File: src/design/vsd_pkg.sv
// Shared types and constants for the VADPCM sample decoder.
`timescale 1ns / 1ps
package vsd_pkg;
    localparam int BOOK_ENTRIES = 512;
    localparam int AW = $clog2(BOOK_ENTRIES);
    localparam int CMDQ_DEPTH = 2;
    localparam int OUTQ_DEPTH = 4;

    localparam logic [1:0] KIND_LOAD    = 2'd0;
    localparam logic [1:0] KIND_BYTE    = 2'd1;
    localparam logic [1:0] KIND_RESTART = 2'd2;

    localparam logic [1:0] REG_MODE  = 2'd0;
    localparam logic [1:0] REG_ORDER = 2'd1;
    localparam logic [1:0] REG_LIMIT = 2'd2;

    localparam logic [23:0] LIMIT_MAX = 24'hFFFFFF;

    typedef struct packed {
        logic [1:0]             kind;
        logic [AW-1:0]          base;
        logic [2:0]             first;
        logic                   mode;
        logic                   upd;
        logic [3:0][15:0]       res;
    } t_cmd;

    typedef struct packed {
        logic        mode;
        logic [2:0]  order;
        logic [23:0] limit;
    } t_cfg;
endpackage

File: src/design/vsd_cmdq.sv
// Short command queue between the front end and the decode engine.
`timescale 1ns / 1ps
module vsd_cmdq (
    input  logic          i_clk,
    input  logic          i_rst_n,
    input  logic          i_wr,
    input  vsd_pkg::t_cmd i_wdata,
    input  logic          i_rd,
    output logic          o_full,
    output logic          o_valid,
    output vsd_pkg::t_cmd o_rdata
);
    import vsd_pkg::*;

    localparam int PW = $clog2(CMDQ_DEPTH);

    t_cmd r_mem [CMDQ_DEPTH];
    logic [PW-1:0] r_wp, r_rp;
    logic [PW:0] r_cnt;

    assign o_full = (r_cnt == (PW+1)'(CMDQ_DEPTH));
    assign o_valid = (r_cnt != '0);
    assign o_rdata = r_mem[r_rp];

    always_ff @(posedge i_clk) begin
        if (i_wr) begin
            r_mem[r_wp] <= i_wdata;
        end
    end

    always_ff @(posedge i_clk) begin
        if (!i_rst_n) begin
            r_wp <= '0;
            r_rp <= '0;
            r_cnt <= '0;
        end else begin
            if (i_wr) begin
                r_wp <= (r_wp == PW'(CMDQ_DEPTH - 1)) ? '0 : r_wp + 1'b1;
            end
            if (i_rd) begin
                r_rp <= (r_rp == PW'(CMDQ_DEPTH - 1)) ? '0 : r_rp + 1'b1;
            end
            r_cnt <= r_cnt + (PW+1)'(i_wr) - (PW+1)'(i_rd);
        end
    end
endmodule

File: config.mk
export PLATFORM = sky130hd
export DESIGN_NAME = vsd_cmdq
export DESIGN_NICKNAME = d
export VERILOG_FILES = /design/src/design/vsd_pkg.sv /design/src/design/vsd_cmdq.sv
export SDC_FILE = /design/constraint.sdc
export NUM_CORES = 1
export LEC_CHECK = 0
export ABC_AREA = 1
export BUFFER_PORTS_ARGS = -buffer_cell sky130_fd_sc_hd__buf_2
export CORE_MARGIN = 5
export CORE_UTILIZATION = 52
export DETAILED_ROUTE_END_ITERATION = 12
export PLACE_DENSITY = 0.79
export RECOVER_POWER = 100
export SETUP_SLACK_MARGIN = 0.05
export SLEW_MARGIN = 25
export SYNTH_ARGS = -nofsm -noshare
export SYNTH_HDL_FRONTEND = slang
export SYNTH_SLANG_ARGS = --single-unit
File: constraint.sdc
create_clock -name i_clk -period 7 [get_ports i_clk]
set_input_delay 1.4 -clock i_clk [delete_from_list [all_inputs] [get_ports i_clk]]
set_output_delay 1.4 -clock i_clk [all_outputs]
set_load 0.02 [all_outputs]
==> run_results.csv <==
group,metric,value,unit
cts,ctsRootBufferMaster,"clkbuf_16",
timing,finClkSkew,0.00583,ns
logic_synthesis,synth_top_area_cell,"edfxtp_1",
cts,cts-buffers-inserted,17,
cts,clk_pin_slew,0.06,ns
timing,timing.fmax,201,MHz
critical_path,crit_slowest_cell,"dfxtp_1",
final_layout,final_common_cell,"edfxtp_1",
critical_path,rr_startpoint,"r_wp$_SDFFE_PN0P_",
routing,route.final.wire_length,11200,µm
run_status,violations,"max-capacitance violations, max-slew violations",
cts,cts_num_sinks,165,
logic_synthesis,seq_area_frac_synth,0.766,
cts,cts_setup_buffers,0,
floorplan,core-area,0.0121,mm²
floorplan,ios,166,
final_layout,drive_gt1_frac,0.304,
logic_synthesis,ys_top_cells_by_area,"edfxtp_1, mux2_4, buf_12",
critical_path,crit_chain,"clkbuf_2 > mux2_1 > buf_2",
critical_path,worst-path-buf-inv,2,
critical_path,cp_top_family,"flip-flops",
routing,drtPass1Iterations,6,
floorplan,num_rows,40,
global_routing,first_global_vias,3395,
place,dp_cells,609,
routing,drt_drc_violations_left,0,
routing,post_drt_wl_per_cell,17.4,µm
global_routing,grt_max_degree,54,
critical_path,max_stage_delay,1.53,ns
final_layout,fin_nets,546,
timing,slew_violations,151,
critical_path,cp_max_fo,43,
timing,post-route-period-util,0.712,
place,dp_hpwl,7410,µm
run_status,status,"complete, but fails checks",
cts,insertion_delay,0.41,ns
critical_path,crit_required,5.60,ns
logic_synthesis,synth_nets,368,
global_routing,antenna_found_initial,0,
logic_synthesis,synthCells,282,
final_layout,instances_no_fill,641,
routing,vias_per_cell,4.77,
final_layout,most-common-layout-cells,"edfxtp_1, buf_2, mux2_1",
global_routing,grt_overflow,0,
place,port_buffers,165,
timing,rsz0062_at_grt,"no",
logic_synthesis,synth_top_area_frac,0.750,
logic_synthesis,ys_warn_count,0,
floorplan,die_h,121,µm
routing,initialDrtViolationCount,133,
hold_path,hold_path_startpoint,"r_rp$_SDFFE_PN0P_",
run,max_cap_violations,4,
timing,setup_viol,0,
final_layout,antenna_cells,0,
critical_path,arrival,3.58,ns
place,pre_cts_ws,3.47,ns
power_and_ir_drop,irDropWorstVdd,231,µV
global_routing,grt.total_usage,0.158,
power_and_ir_drop,leakagePower,2.78,nW
floorplan,die-area,0.0146,mm²
timing,setup_tns,0,ns
routing,postRouteAntennaNets,0,
hold_path,hold_path.class,"flop to flop",
final_layout,area_delta_synth_final,18.4,%
logic_synthesis,post_synth.cell_area_avg,22.7,µm²
global_routing,grt_pass1_wl,17500,µm
critical_path,worstSetupPathType,"flop to output pin",
routing,vias,3057,
place,place_congestion,0.745,
logic_synthesis,synth-seq-cells,165,
critical_path,cp-end-kind,"output pin",
cts,post_cts_resized,0,
cts,clock_path_buffers,2,
timing,setup_ws,2.02,ns
floorplan,start_util,0.531,
power_and_ir_drop,power.density,316,mW/mm²
cts,ctsHoldBuffers,0,
logic_synthesis,ys_types,11,
logic_synthesis,synth_area,0.00640,mm²
timing,relSlewSlack,-0.648,
timing,hold_viol,0,
cts,cts_tree,"done",
cts,h-tree-depth,4,
floorplan,dieWidth,121,µm
critical_path,start_kind,"flop",
timing,fin_crit,4.98,ns
timing,tightest_slew,2.47,ns
## power by group
part           leakage (nW)  switching (mW)  internal, mW
clock network         0.318           0.350         0.665
logic                 0.918           0.138        0.0762
registers              1.54          0.0183          1.15
total                  2.78           0.507          1.89
## worst paths after layout
kind,endpoint,slack [ns],cells past startpoint
max,o_rdata[55],2.02,3
min,r_rp$_SDFFE_PN0P_,0.51,2
max reg2reg,r_mem[1][56]$_DFFE_PP_,3.14,3
min reg2reg,r_rp$_SDFFE_PN0P_,0.51,2
## state kept, by name, summed over array words and instances, names as in the netlist, named ones only
register	cells
r_mem	160
r_rp	1
r_cnt	2
r_wp	1
## cells in the mapped netlist
master / instances
buf_12: 8
dfxtp_1: 5
inv_1: 7
nor2_1: 8
nand3_1: 1
buf_6: 1
a21oi_1: 1
ha_1: 2
edfxtp_1: 160
nand2_1: 9
mux2_4: 80
## through the flow
step	instance area (µm²)	total power, mW	utilization	hold slack, ns
floorplan	6400	1.37	-	0.463
global placement	7300	1.44	0.605	0.475
detailed placement	7300	1.45	0.605	0.497
CTS	7960	2.46	0.660	0.511
global route	7580	2.49	0.629	0.529
finish	7580	2.39	0.629	0.511
## per-layer routing
metal  track usage  vias up  share of wire
met5             0        -              0
met4        0.0552        0          0.017
met3        0.0559       15          0.078
met2         0.269      119           0.49
met1         0.186     1470           0.41
li1              -     1453              -
## final cells by class
class	count	area (µm²)
Inverter	7	27.5
Multi-Input combinational cell	101	1010
Clock buffer	17	425
Sequential cell	165	4900
Timing Repair Buffer	168	768
Clock inverter	15	235
Tap cell	168	210
Fill cell	927	4480
## worst register-to-register path, delay by kind of cell (launching register included)
| kind | cells | cell delay [ns] |
|---|---|---|
| flops | 1 | 0.36 |
| buf+inv | 2 | 2.92 |
| simple gates | 1 | 0.09 |
## cell families (layout without fill, tap and decap cells)
kind of cell,count (synthesis),in the layout,synth area share
buf+inv,16,207,0.0309
compound gates,1,1,0.000781
fa+ha+maj,2,2,0.00391
simple gates,18,18,0.0107
mux,80,80,0.188
flops,165,165,0.766
No activity file was read; power rests on OpenSTA's default activity.
