File: config.mk
export PLATFORM = sky130hd
export DESIGN_NAME = vsd_front
export DESIGN_NICKNAME = d
export VERILOG_FILES = /design/src/design/vsd_pkg.sv /design/src/design/vsd_front.sv
export SDC_FILE = /design/constraint.sdc
export NUM_CORES = 1
export LEC_CHECK = 0
export BUFFER_PORTS_ARGS = -buffer_cell sky130_fd_sc_hd__buf_2
export CAP_MARGIN = 30
export CELL_PAD_IN_SITES_DETAIL_PLACEMENT = 1
export CELL_PAD_IN_SITES_GLOBAL_PLACEMENT = 1
export CORE_MARGIN = 2
export CORE_UTILIZATION = 27
export DETAILED_ROUTE_END_ITERATION = 8
export PLACE_DENSITY_LB_ADDON = 0.1
export SLEW_MARGIN = 10
export SYNTH_ARGS = -nofsm -noshare
export SYNTH_HDL_FRONTEND = slang
export SYNTH_SLANG_ARGS = --single-unit
File: constraint.sdc
create_clock -name i_clk -period 2.3 [get_ports i_clk]
set_input_delay 0.46 -clock i_clk [delete_from_list [all_inputs] [get_ports i_clk]]
set_output_delay 0.46 -clock i_clk [all_outputs]
set_load 0.02 [all_outputs]
File: src/design/vsd_pkg.sv
// Shared types and constants for the VADPCM sample decoder.
`timescale 1ns / 1ps
package vsd_pkg;
    localparam int BOOK_ENTRIES = 512;
    localparam int AW = $clog2(BOOK_ENTRIES);
    localparam int CMDQ_DEPTH = 2;
    localparam int OUTQ_DEPTH = 4;

    localparam logic [1:0] KIND_LOAD    = 2'd0;
    localparam logic [1:0] KIND_BYTE    = 2'd1;
    localparam logic [1:0] KIND_RESTART = 2'd2;

    localparam logic [1:0] REG_MODE  = 2'd0;
    localparam logic [1:0] REG_ORDER = 2'd1;
    localparam logic [1:0] REG_LIMIT = 2'd2;

    localparam logic [23:0] LIMIT_MAX = 24'hFFFFFF;

    typedef struct packed {
        logic [1:0]             kind;
        logic [AW-1:0]          base;
        logic [2:0]             first;
        logic                   mode;
        logic                   upd;
        logic [3:0][15:0]       res;
    } t_cmd;

    typedef struct packed {
        logic        mode;
        logic [2:0]  order;
        logic [23:0] limit;
    } t_cfg;
endpackage

File: src/design/vsd_front.sv
// Front end: frame parsing, residual expansion and command generation.
`timescale 1ns / 1ps
module vsd_front (
    input  logic               i_clk,
    input  logic               i_rst_n,
    input  logic               i_accept,
    input  logic [1:0]         i_kind,
    input  logic [8:0]         i_book_index,
    input  logic signed [15:0] i_book_value,
    input  logic [7:0]         i_data_byte,
    input  vsd_pkg::t_cfg      i_cfg,
    output logic               o_cmd_valid,
    output vsd_pkg::t_cmd      o_cmd
);
    import vsd_pkg::*;

    logic [3:0] r_shift, n_shift;
    logic [3:0] r_pred, n_pred;
    logic [3:0] r_pos, n_pos;

    logic [3:0]  flen;
    logic [3:0]  pm1;
    logic [1:0]  idx;
    logic        is_header;
    logic [9:0]  base_full;
    logic [6:0]  po;
    logic [15:0] code [4];

    always_comb begin
        flen = i_cfg.mode ? 4'd5 : 4'd9;
        pm1 = r_pos - 4'd1;
        idx = i_cfg.mode ? {1'b0, pm1[0]} : pm1[1:0];
        is_header = (r_pos == 4'd0) || (r_pos >= flen);
        po = 7'(r_pred * i_cfg.order);
        base_full = {po, 3'b000};
        if (i_cfg.mode) begin
            code[0] = {{14{i_data_byte[7]}}, i_data_byte[7:6]};
            code[1] = {{14{i_data_byte[5]}}, i_data_byte[5:4]};
            code[2] = {{14{i_data_byte[3]}}, i_data_byte[3:2]};
            code[3] = {{14{i_data_byte[1]}}, i_data_byte[1:0]};
        end else begin
            code[0] = {{12{i_data_byte[7]}}, i_data_byte[7:4]};
            code[1] = {{12{i_data_byte[3]}}, i_data_byte[3:0]};
            code[2] = 16'd0;
            code[3] = 16'd0;
        end

        n_shift = r_shift;
        n_pred = r_pred;
        n_pos = r_pos;
        o_cmd_valid = 1'b0;
        o_cmd.kind = i_kind;
        o_cmd.base = AW'(base_full);
        o_cmd.first = i_cfg.mode ? {idx[0], 2'b00} : {idx, 1'b0};
        o_cmd.mode = i_cfg.mode;
        o_cmd.upd = i_cfg.mode ? (idx == 2'd1) : (idx == 2'd3);
        for (int j = 0; j < 4; j++) begin
            o_cmd.res[j] = code[j] << r_shift;
        end
        if (i_accept) begin
            unique case (i_kind)
                KIND_LOAD: begin
                    o_cmd_valid = 1'b1;
                    o_cmd.base = AW'(i_book_index);
                    o_cmd.res[0] = i_book_value;
                end
                KIND_RESTART: begin
                    o_cmd_valid = 1'b1;
                    n_shift = 4'd0;
                    n_pred = 4'd0;
                    n_pos = 4'd0;
                end
                KIND_BYTE: begin
                    if (is_header) begin
                        n_shift = i_data_byte[7:4];
                        n_pred = i_data_byte[3:0];
                        n_pos = 4'd1;
                    end else begin
                        o_cmd_valid = 1'b1;
                        n_pos = (r_pos + 4'd1 >= flen) ? 4'd0 : r_pos + 4'd1;
                    end
                end
                default: begin
                end
            endcase
        end
    end

    always_ff @(posedge i_clk) begin
        if (!i_rst_n) begin
            r_shift <= 4'd0;
            r_pred <= 4'd0;
            r_pos <= 4'd0;
        end else begin
            r_shift <= n_shift;
            r_pred <= n_pred;
            r_pos <= n_pos;
        end
    end
endmodule

==> summary.md, run 1 <==
| Metric | Value |
|---|---|
| Flops & latches, synth | 12 |
| Antenna-violating nets left | 0 |
| Synth cell count leaders | nand2_1 (61), a21oi_1 (37), nor2_1 (36) |
| Post-layout util | 43.6% |
| Initial core utilization | 28.0% |
| Worst Hold Launch | r_shift[0]$_SDFFE_PN0P_ |
| DRC viols | 0 |
| Status | finished, violations left |
| Clock root buffer | clkbuf_8 |
| I/O Pins | 147 |
| Routability cong. | 0.856 |
| Post-Synth Simple-Gate Area | 32.8% |
| Critical-path cell list | buf_6 > and2_4 > fa_1 > ha_2 > inv_2 > fa_2 > xor2_1 > a21oi_2 > buf_4 |
| WL/cell | 16.5 um |
| CP max stage cell | fa_1 |
| Die area | 10400 um^2 |
| Main synth FF type | dfxtp_1 |
| Clock buffer depth | 2 |
| IO buf count | 121 |
| Setup TNS | -1200 ps |
| H-tree levels | 1 |
| Post-synthesis sequential area ratio | 9.25% |
| Clock skew | 2.13 ps |
| Synth Area in Compound Gates | 25.6% |
| Worst Hold Class | flip-flop to flip-flop |
| Antenna Cells | 0 |
| Residual overflow from global routing | 0 |
| First-pass GRT wire length | 17500 um |
| Tot Pwr | 1.13 mW |
| Leak Pwr | 1.93 nW |
| Dpl cell area | 3690 um^2 |
| Critical Path RT | 1840 ps |
| Critical path endpoint category | output port |
| WL final | 11100 um |
| Vias in the first global route | 3371 |
| Mux share of post-synthesis cell area | 11.2% |
| Die H | 102 um |
| Max_slew headroom | 65.0% |
| Final HPWL DP | 8750 um |
| DR pass1 iterations | 4 |
| Final Setup Violations | 4 |
| Final non-filler cell total | 676 |
| Worst r2r src | r_pos[0]$_SDFFE_PN0P_ |
| Post-Syn Area | 2600 um^2 |
| Slew @ Worst Pin | 526 ps |
| Largest net degree at the start of global routing | 24 |
| R2R setup slack | 160 ps |
| Final instance area | 4050 um^2 |
| Multi-input logic area | 2390 um^2 |
| TritonCTS Buffers | 3 |
| Die width | 102 um |
| Power Dens Cells | 278 nW/um^2 |
| Register area | 260 um^2 |
| Startpoint Class | input pin |
| Min setup slack post-route | -382 ps |
| Clock slew at the register clock pins of the worst setup and hold paths | 50 ps |
| Peak supply drop | 0.158 mV |
| Final min period | 2680 ps |
| Final worst path period share | 117% |
| Rows | 35 |
| Yosys cell types | 52 |
| Final Max Tran Viols | 0 |
| Iter 0 DRT Violations | 116 |
| Reg-to-reg endpoint | r_pos[2]$_SDFFE_PN0P_ |
| Fill cells | 1242 |
| Number of synthesis warnings | 0 |
| Crit path DAT | 2220 ps |
| Crit-path max FO | 4 |
| CORE AREA | 9280 um^2 |
| Critical path class | input pin to output port |
| Mapped Avg Cell Area | 6.49 um^2 |
| Ranking of synthesized cells by area | dfxtp_1 (9.2%), nand2_1 (8.8%), ha_1 (8.7%) |
| Area share of the largest cell type after synthesis | 9.25% |
| R2R cell count | 9 |
| Largest family of logic cells by synthesized area | simple AND/OR/NAND/NOR gates |
| Area growth syn-to-layout | 55.8% |
| Gate count after technology mapping | 400 |
| Failing checks | negative setup slack |
| Max Freq | 0.373 GHz |
| Inst Count DP | 666 |
| Count leader, synth | nand2_1 |
| Synth Area in XOR/XNOR | 1.69% |
| GRT Total Usage | 20.8% |
| CTS tree | built |
| RSZ-0062 raised after global routing | yes |
| Later-pin clock latency in the skew report | 240 ps |
| Final hold vios | 0 |
| Synth Area in Adders | 11.0% |
| Hold-critical path depth | 2 |
| Asr flop ratio synth | 0% |
| DR vias | 3433 |
| Vias per inst | 5.08 |
| Post-Syn Nets | 487 |
| Max Cap Violations | 0 |
| Hold Path Sink | r_shift[0]$_SDFFE_PN0P_ |
| Largest stage delay, worst path | 540 ps |
| Layout cells sized above 1 | 46.1% |
| Clock sinks | 12 |
| Cell taking the most area after synthesis | dfxtp_1 |
| # nets final | 635 |
| Initial antenna violation count | 0 |
| Post-synth EDFFs | 0 |
-- power by group --
| part | internal (mW) | switching, mW |
|---|---|---|
| Combinational | 0.271 | 0.406 |
| Sequential | 0.209 | 0.00681 |
| Clock | 0.151 | 0.0812 |
-- metrics by stage --
step | setup slack, ps | hold WS [ps]
floorplan | -230 | 452
global placement | -390 | 579
detailed placement | -414 | 592
CTS | -377 | 550
global route | -454 | 571
finish | -382 | 543
-- worst max path at each step --
stage	to	slack [ps]	from	cells past startpoint
2_1_floorplan	o_cmd_valid	-230	i_cfg[27]	8
3_3_place_gp	o_cmd[76]	-390	i_cfg[26]	9
3_5_place_dp	o_cmd[76]	-410	i_cfg[26]	9
4_1_cts	o_cmd[77]	-380	r_pred[2]$_SDFFE_PN0P_	9
5_1_grt	o_cmd[77]	-450	r_pred[2]$_SDFFE_PN0P_	9
6_report	o_cmd[76]	-380	i_cfg[26]	9
-- final cells by class --
| class | instances | share of cell area [%] |
|---|---|---|
| Inverter | 13 | 1.42 |
| Sequential cell | 12 | 6.43 |
| Multi-Input combinational cell | 338 | 59.0 |
| Clock buffer | 4 | 1.36 |
| Timing Repair Buffer | 180 | 27.8 |
| Tap cell | 129 | 3.99 |
-- critical path: cells and delay by family --
family / cells / cell delay, ps
buffers and inverters: 3 / 290
adders and majority gates: 3 / 1040
and+or+nand+nor: 1 / 150
xor gates and xnor gates: 1 / 150
AOI/OAI and AO/OA: 1 / 120
-- repair_timing --
action,CTS,global route
hold buffers,0,0
buffers inserted,4,2
pin swaps,5,7
cloned,0,0
setup endpoints to repair,36,34
resized for setup,36,39
-- logic make-up (layout without fill, tap and decap cells) --
group                      after synthesis  count (layout)
muxes                                   27              27
buffers and inverters                   50             197
adders and majority gates               21              21
and+or+nand+nor                        178             178
xor gates and xnor gates                 5               5
AOI/OAI and AO/OA                      106             106
other                                    1               1
DFF                                     12              12
-- layer usage --
layer,global-route usage (%),routed length [um],vias to the layer above
li1,-,-,1705
met1,28.8,5160,1628
met2,36.3,5340,92
met3,1.44,534,8
met4,3.18,102,0
met5,0,0,-
-- sequential cells by signal (all words and copies together) (netlist names) --
signal / count
r_pos: 4
r_shift: 4
r_pred: 4
-- layout by cell type (no fill, tap or decap), types with 5 or more instances in the layout --
cell type and instances:
nor3_1 7, a31oi_1 5, nor2_1 35, nand3_1 27
buf_6 5, ha_1 13, a21oi_1 30, dfxtp_2 7
buf_4 61, nand2_1 59, nor2b_1 12, mux2_2 6
a21oi_2 7, mux2i_1 15, o21ai_0 17, buf_2 111
o21a_1 7, inv_1 7, and2_1 8
Note: power is estimated with default switching activity, not from simulation.
==> run 2, diff against run 1 <==
CORE_UTILIZATION = 30   (was 27)
clock period = 3 ns   (was 2.3 ns; I/O delays follow)
==> run 2 against run 1 <==
Effect of this change:
- the run now ends clean
- largest power group unchanged
- setup slack better by 410 ps
- die area is 9.6% lower
- non-clock buffer count is 36 lower
- utilization is 1.7 points lower
- wire length is 6.8% lower
- highest routed layer unchanged
- critical endpoint unchanged
- first-iteration DRC count stayed put
- clock skew is 0.75 ps lower
- register-to-register slack better by 600 ps
- clock-buffer cell count stayed put
- global-route usage is 0.49 points higher
- final area is 14% lower
- sequential power is 23% lower
==> summary.md, run 2 (synthesis gave the netlist of run 1 again) <==
| Metric | Value |
|---|---|
| Rows | 33 (-5.7%) |
| Peak supply drop | 0.120 mV (-24%) |
| Dpl cell area | 3320 um^2 (-10%) |
| Max Freq | 0.337 GHz |
| Vias in the first global route | 3414 (+1.3%) |
| Fill cells | 1131 (-8.9%) |
| Clock buffer depth | 2 (unchanged) |
| Later-pin clock latency in the skew report | 240 ps (about the same) |
| Area growth syn-to-layout | 33.7% |
| Die width | 97.1 um (-4.9%) |
| Die H | 97.1 um (-4.9%) |
| Final non-filler cell total | 616 (-8.9%) |
| Antenna Cells | 0 (unchanged) |
| CTS tree | built |
| Die area | 9420 um^2 (-9.6%) |
| Commonest non-fill, non-tap cell in the layout | buf_2 |
| Register area | 241 um^2 (-7.2%) |
| DRC viols | 0 (unchanged) |
| Crit-path max FO | 4 (unchanged) |
| DR pass1 iterations | 4 (unchanged) |
| Critical path class | input pin to output port |
| Final Max Tran Viols | 0 (unchanged) |
| Largest stage delay, worst path | 530 ps (about the same) |
| RSZ-0062 raised after global routing | yes |
| IO buf count | 121 (unchanged) |
| DR vias | 3283 (-4.4%) |
| Startpoint Class | input pin |
| Final hold vios | 0 (unchanged) |
| Routability cong. | 0.825 (-3.6%) |
| Initial antenna violation count | 0 (unchanged) |
| Worst r2r src | r_pos[0]$_SDFFE_PN0P_ |
| Clock slew at the register clock pins of the worst setup and hold paths | 50 ps (about the same) |
| Antenna-violating nets left | 0 (unchanged) |
| Residual overflow from global routing | 0 (unchanged) |
| Post-layout util | 41.8% (-1.7 points) |
| Worst Hold Class | flip-flop to flip-flop |
| Multi-input logic area | 2200 um^2 (-7.9%) |
| Layout cells sized above 1 | 33.9% (-12 points) |
| Biggest regs | r_pos (4), r_pred (4), r_shift (4) |
| CP bufs+invs | 3 (unchanged) |
| Max Cap Violations | 0 (unchanged) |
| TritonCTS Buffers | 3 (unchanged) |
| Final min period | 2970 ps |
| Leak Pwr | 1.70 nW (-12%) |
| WL final | 10400 um (-6.8%) |
| # hold bufs at CTS | 0 (unchanged) |
| Critical Path RT | 2400 ps (+560 ps) |
| Vias per inst | 5.33 (+4.9%) |
| First-pass GRT wire length | 17100 um (-2.2%) |
| Initial core utilization | 31.3% (+3.3 points) |
| Slew @ Worst Pin | 590 ps (+64.9 ps) |
| WL/cell | 16.8 um (+2.3%) |
| Worst Hold Launch | r_pred[2]$_SDFFE_PN0P_ |
| Clock skew | 1.39 ps (-0.748 ps) |
| CP max stage cell | fa_1 |
| Inst Count DP | 609 (-8.6%) |
| Critical path endpoint category | output port |
| GRT Total Usage | 21.3% (+0.49 points) |
| Largest net degree at the start of global routing | 27 (+13%) |
| Status | finished, final reports clean |
| Max_slew headroom | 60.6% (-4.3 points) |
| Iter 0 DRT Violations | 116 (unchanged) |
| Final HPWL DP | 7920 um (-9.4%) |
| I/O Pins | 147 (unchanged) |
| Clock sinks | 12 (unchanged) |
| Critical-path cell list | buf_6 > and2_4 > fa_1 > ha_2 > inv_2 > fa_2 > xor2_1 > a21oi_1 > buf_4 |
| Critical path startpoint | i_cfg[25] |
| Final Setup Violations | 0 (-4) |
| # nets final | 599 (-5.7%) |
| Crit path DAT | 2370 ps (+150 ps) |
| Delay-heaviest family, CP | adder cells |
| Final instance area | 3470 um^2 (-14%) |
| Leading cell types in the layout, fill and taps excluded | buf_2 (115), nand2_1 (60), a21oi_1 (36), nor2_1 (36) |
| Power Dens Cells | 230 nW/um^2 (-17%) |
| H-tree levels | 1 (unchanged) |
| Final worst path period share | 99.0% |
| Clock root buffer | clkbuf_8 |
| CORE AREA | 8300 um^2 (-11%) |
[run 2: cell types whose count changed in the layout (fill, tap and decap cells not counted), sizes merged]
cell      before  now
inv           11   12
clkinvlp       1    0
buf          180  143
clkbuf         4    5
[run 2: cell type report]
cell class | instances | share of cell area (%)
clock buffers | 4 | 1.59
inverters | 13 | 1.41
multi-input cells | 338 | 63.3
flip-flops and latches | 12 | 6.95
well taps | 105 | 3.78
repair buffers | 144 | 23.0
[run 2: stage by stage]
| step | setup TNS (ps) | setup WS [ps] | hold slack, ps | total power [mW] |
|---|---|---|---|---|
| 2_1_floorplan | 0 | 34.5 | 452 | 0.455 |
| 3_3_place_gp | -66.1 | -53.0 | 487 | 0.609 |
| 3_5_place_dp | -120 | -74.1 | 502 | 0.615 |
| 4_1_cts | 0 | 1.29 | 514 | 0.798 |
| 5_1_grt | -113 | -56.3 | 547 | 0.850 |
| 6_report | 0 | 31.4 | 516 | 0.798 |
[run 2: routing by layer]
metal  vias to the layer above  wire length [um]  GRT usage (%)
met5                         -                 0              0
met4                         0                63           3.47
met3                         5               483           2.16
met2                        93              4960           37.5
met1                      1559              4880           28.7
li1                       1626                 -              -
[run 2: final timing paths]
path / end / slack (ps) / cells past startpoint
worst min register to register: r_pred[2]$_SDFFE_PN0P_ / 520 / 2
worst max register to register: r_shift[1]$_SDFFE_PN0P_ / 760 / 8
worst min-delay path: r_pred[2]$_SDFFE_PN0P_ / 520 / 2
worst max-delay path: o_cmd[76] / 30 / 9
[run 2: worst min-delay path, stage by stage (launching register included)]
cell     delay, ps
dfxtp_1        340
nand2_1         70
mux2i_1         50
[run 2: power breakdown]
group	switching [mW]	internal (mW)
Sequential	0.00512	0.162
Combinational	0.290	0.164
Clock	0.0602	0.116
[run 2: repair_timing]
action | CTS | global route
pin swaps | 4 | 11
setup buffers | 1 | 2
setup endpoints to repair | 2 | 8
resized for setup | 6 | 14
==> run 3, diff against run 2 <==
CELL_PAD_IN_SITES_DETAIL_PLACEMENT = 0   (was 1)
CELL_PAD_IN_SITES_GLOBAL_PLACEMENT = 2   (was 1)
CORE_UTILIZATION = 22   (was 30)
==> run 3 against run 2 <==
Effect of this change:
- total power is 8.0% higher
- non-clock buffer count grew 3
- combinational power barely moved
- critical path depth did not move
- register-to-register slack improved by 190 ps
- clock skew grew 1.6 ps
- flip-flop and latch count stayed put
- fmax about the same
- final cell count grew 6.5%
- global-route usage shrank 5.4 points
- via count shrank 2.4%
- wire length increased by 3.1%
- critical path type unchanged
- critical endpoint unchanged
==> summary.md, run 3 (synthesis gave the netlist of run 1 again) <==
| Metric | Value |
|---|---|
| Status | finished, final reports clean |
| WL/cell | 16.3 um (-3.2%) |
| Die width | 113 um (+16%) |
| Clock root buffer | clkbuf_16 |
| Max Freq | 0.337 GHz (about the same) |
| Dpl cell area | 3430 um^2 (+3.3%) |
| DR vias | 3203 (-2.4%) |
| Area growth syn-to-layout | 36.8% |
| Startpoint Class | input pin |
| Final min period | 2970 ps (-0.348 ps) |
| Leading cell types in the layout, fill and taps excluded | buf_2 (118), nand2_1 (61), a21oi_1 (36), nor2_1 (36), nand3_1 (27) |
| Power Dens Cells | 243 nW/um^2 (+5.5%) |
| Later-pin clock latency in the skew report | 240 ps (about the same) |
| Residual overflow from global routing | 0 (unchanged) |
| Clock buffer depth | 2 (unchanged) |
| WL final | 10700 um (+3.1%) |
| Die H | 113 um (+16%) |
| Slew @ Worst Pin | 674 ps (+83.7 ps) |
| Crit-path max FO | 4 (unchanged) |
| TritonCTS Buffers | 3 (unchanged) |
| Final non-filler cell total | 656 (+6.5%) |
| Clock slew at the register clock pins of the worst setup and hold paths | 40 ps (about the same) |
| Largest stage delay, worst path | 540 ps (about the same) |
| Final HPWL DP | 8230 um (+4.0%) |
| Rows | 39 (+18%) |
| Antenna Cells | 0 (unchanged) |
| Routability cong. | 0.835 (+1.2%) |
| Critical Path RT | 2400 ps (about the same) |
| Clock sinks | 12 (unchanged) |
| Die area | 12700 um^2 (+35%) |
| Final worst path period share | 98.9% (about the same) |
| CTS tree | built |
| Final hold vios | 0 (unchanged) |
| # hold bufs at CTS | 0 (unchanged) |
| RSZ-0062 raised after global routing | yes |
| Max Cap Violations | 0 (unchanged) |
| IO buf count | 121 (unchanged) |
| Commonest non-fill, non-tap cell in the layout | buf_2 |
| Worst Hold Class | flip-flop to flip-flop |
| Leak Pwr | 1.72 nW (+1.7%) |
| Hold Worst Slack | 496 ps (-20.1 ps) |
| # nets final | 602 (+0.50%) |
| CP max stage cell | fa_1 |
| Initial antenna violation count | 0 (unchanged) |
| Vias per inst | 4.88 (-8.4%) |
| Biggest regs | r_pos (4), r_pred (4), r_shift (4) |
| Clock skew | 3.00 ps (+1.62 ps) |
| Critical-path cell list | buf_6 > and2_4 > fa_1 > ha_2 > inv_2 > fa_2 > xor2_1 > a21oi_1 > buf_4 |
| CORE AREA | 11500 um^2 (+38%) |
| H-tree levels | 1 (unchanged) |
| Peak supply drop | 0.185 mV (+54%) |
| Initial core utilization | 22.7% (-8.6 points) |
| Critical path endpoint category | output port |
| Layout cells sized above 1 | 33.1% (-0.72 points) |
| Max_slew headroom | 54.9% (-5.7 points) |
| Largest net degree at the start of global routing | 28 (+3.7%) |
| Crit path DAT | 2370 ps (about the same) |
| GRT Total Usage | 16.0% (-5.4 points) |
| Final Setup Violations | 0 (unchanged) |
| Iter 0 DRT Violations | 171 (+47%) |
| I/O Pins | 147 (unchanged) |
| Critical path class | input pin to output port |
| Vias in the first global route | 3085 (-9.6%) |
| CP bufs+invs | 3 (unchanged) |
| Antenna-violating nets left | 0 (unchanged) |
| DR pass1 iterations | 5 (+1) |
| Final instance area | 3550 um^2 (+2.3%) |
| Inst Count DP | 652 (+7.1%) |
| First-pass GRT wire length | 16700 um (-2.3%) |
| Delay-heaviest family, CP | adder cells |
| DRC viols | 0 (unchanged) |
| Final Max Tran Viols | 0 (unchanged) |
## run 3: worst paths after layout
check | start | to | slack [ps] | cells past startpoint
worst max-delay path | i_cfg[24] | o_cmd[76] | 30 | 9
worst max register to register | r_pos[1]$_SDFFE_PN0P_ | r_pred[0]$_SDFFE_PN0P_ | 950 | 6
worst min register to register | r_pred[3]$_SDFFE_PN0P_ | r_pred[3]$_SDFFE_PN0P_ | 500 | 2
worst min-delay path | r_pred[3]$_SDFFE_PN0P_ | r_pred[3]$_SDFFE_PN0P_ | 500 | 2
## run 3: stage by stage
stage                     total power, mW  setup slack [ps]  setup TNS, ps  util (%)
final                               0.862              31.8              0      31.0
after CTS                           0.868              5.32              0      30.8
after floorplan                     0.455              34.5              0         -
after global placement              0.624             -53.3          -94.0      29.9
after global routing                0.918             -68.5          -95.8      31.0
after detailed placement            0.623              -112           -142      29.9
## run 3: final cells by class
| cell class | instances | area, um^2 |
|---|---|---|
| Tap cell | 143 | 179 |
| Sequential cell | 12 | 241 |
| Clock buffer | 3 | 75.1 |
| Multi-Input combinational cell | 338 | 2170 |
| Inverter | 13 | 48.8 |
| Timing Repair Buffer | 147 | 837 |
| Fill cell | 1286 | 7910 |
## run 3: report_power, final
group          internal (mW)  switching (mW)
clock network          0.173          0.0661
logic                  0.164           0.291
registers              0.163         0.00493
total                  0.500           0.362
## run 3: tightest hold or removal path: cells and delay by family, from the launching register on
kind | cells | cell delay [ps]
multiplexers | 1 | 50
flip-flops | 1 | 330
AND/OR/NAND/NOR | 1 | 60
## run 3: repair_timing
item,in CTS,in global routing
cloned,0,0
buffers inserted,1,0
gates resized for setup,7,4
pin swaps,4,6
setup endpoints to repair,2,7
## run 3: per-layer routing
metal	up-vias	track usage (%)	wire length (um)
met5	-	0	0
met4	0	2.76	83
met3	6	1.30	489
met2	92	26.3	4840
met1	1462	23.1	5280
li1	1643	-	-
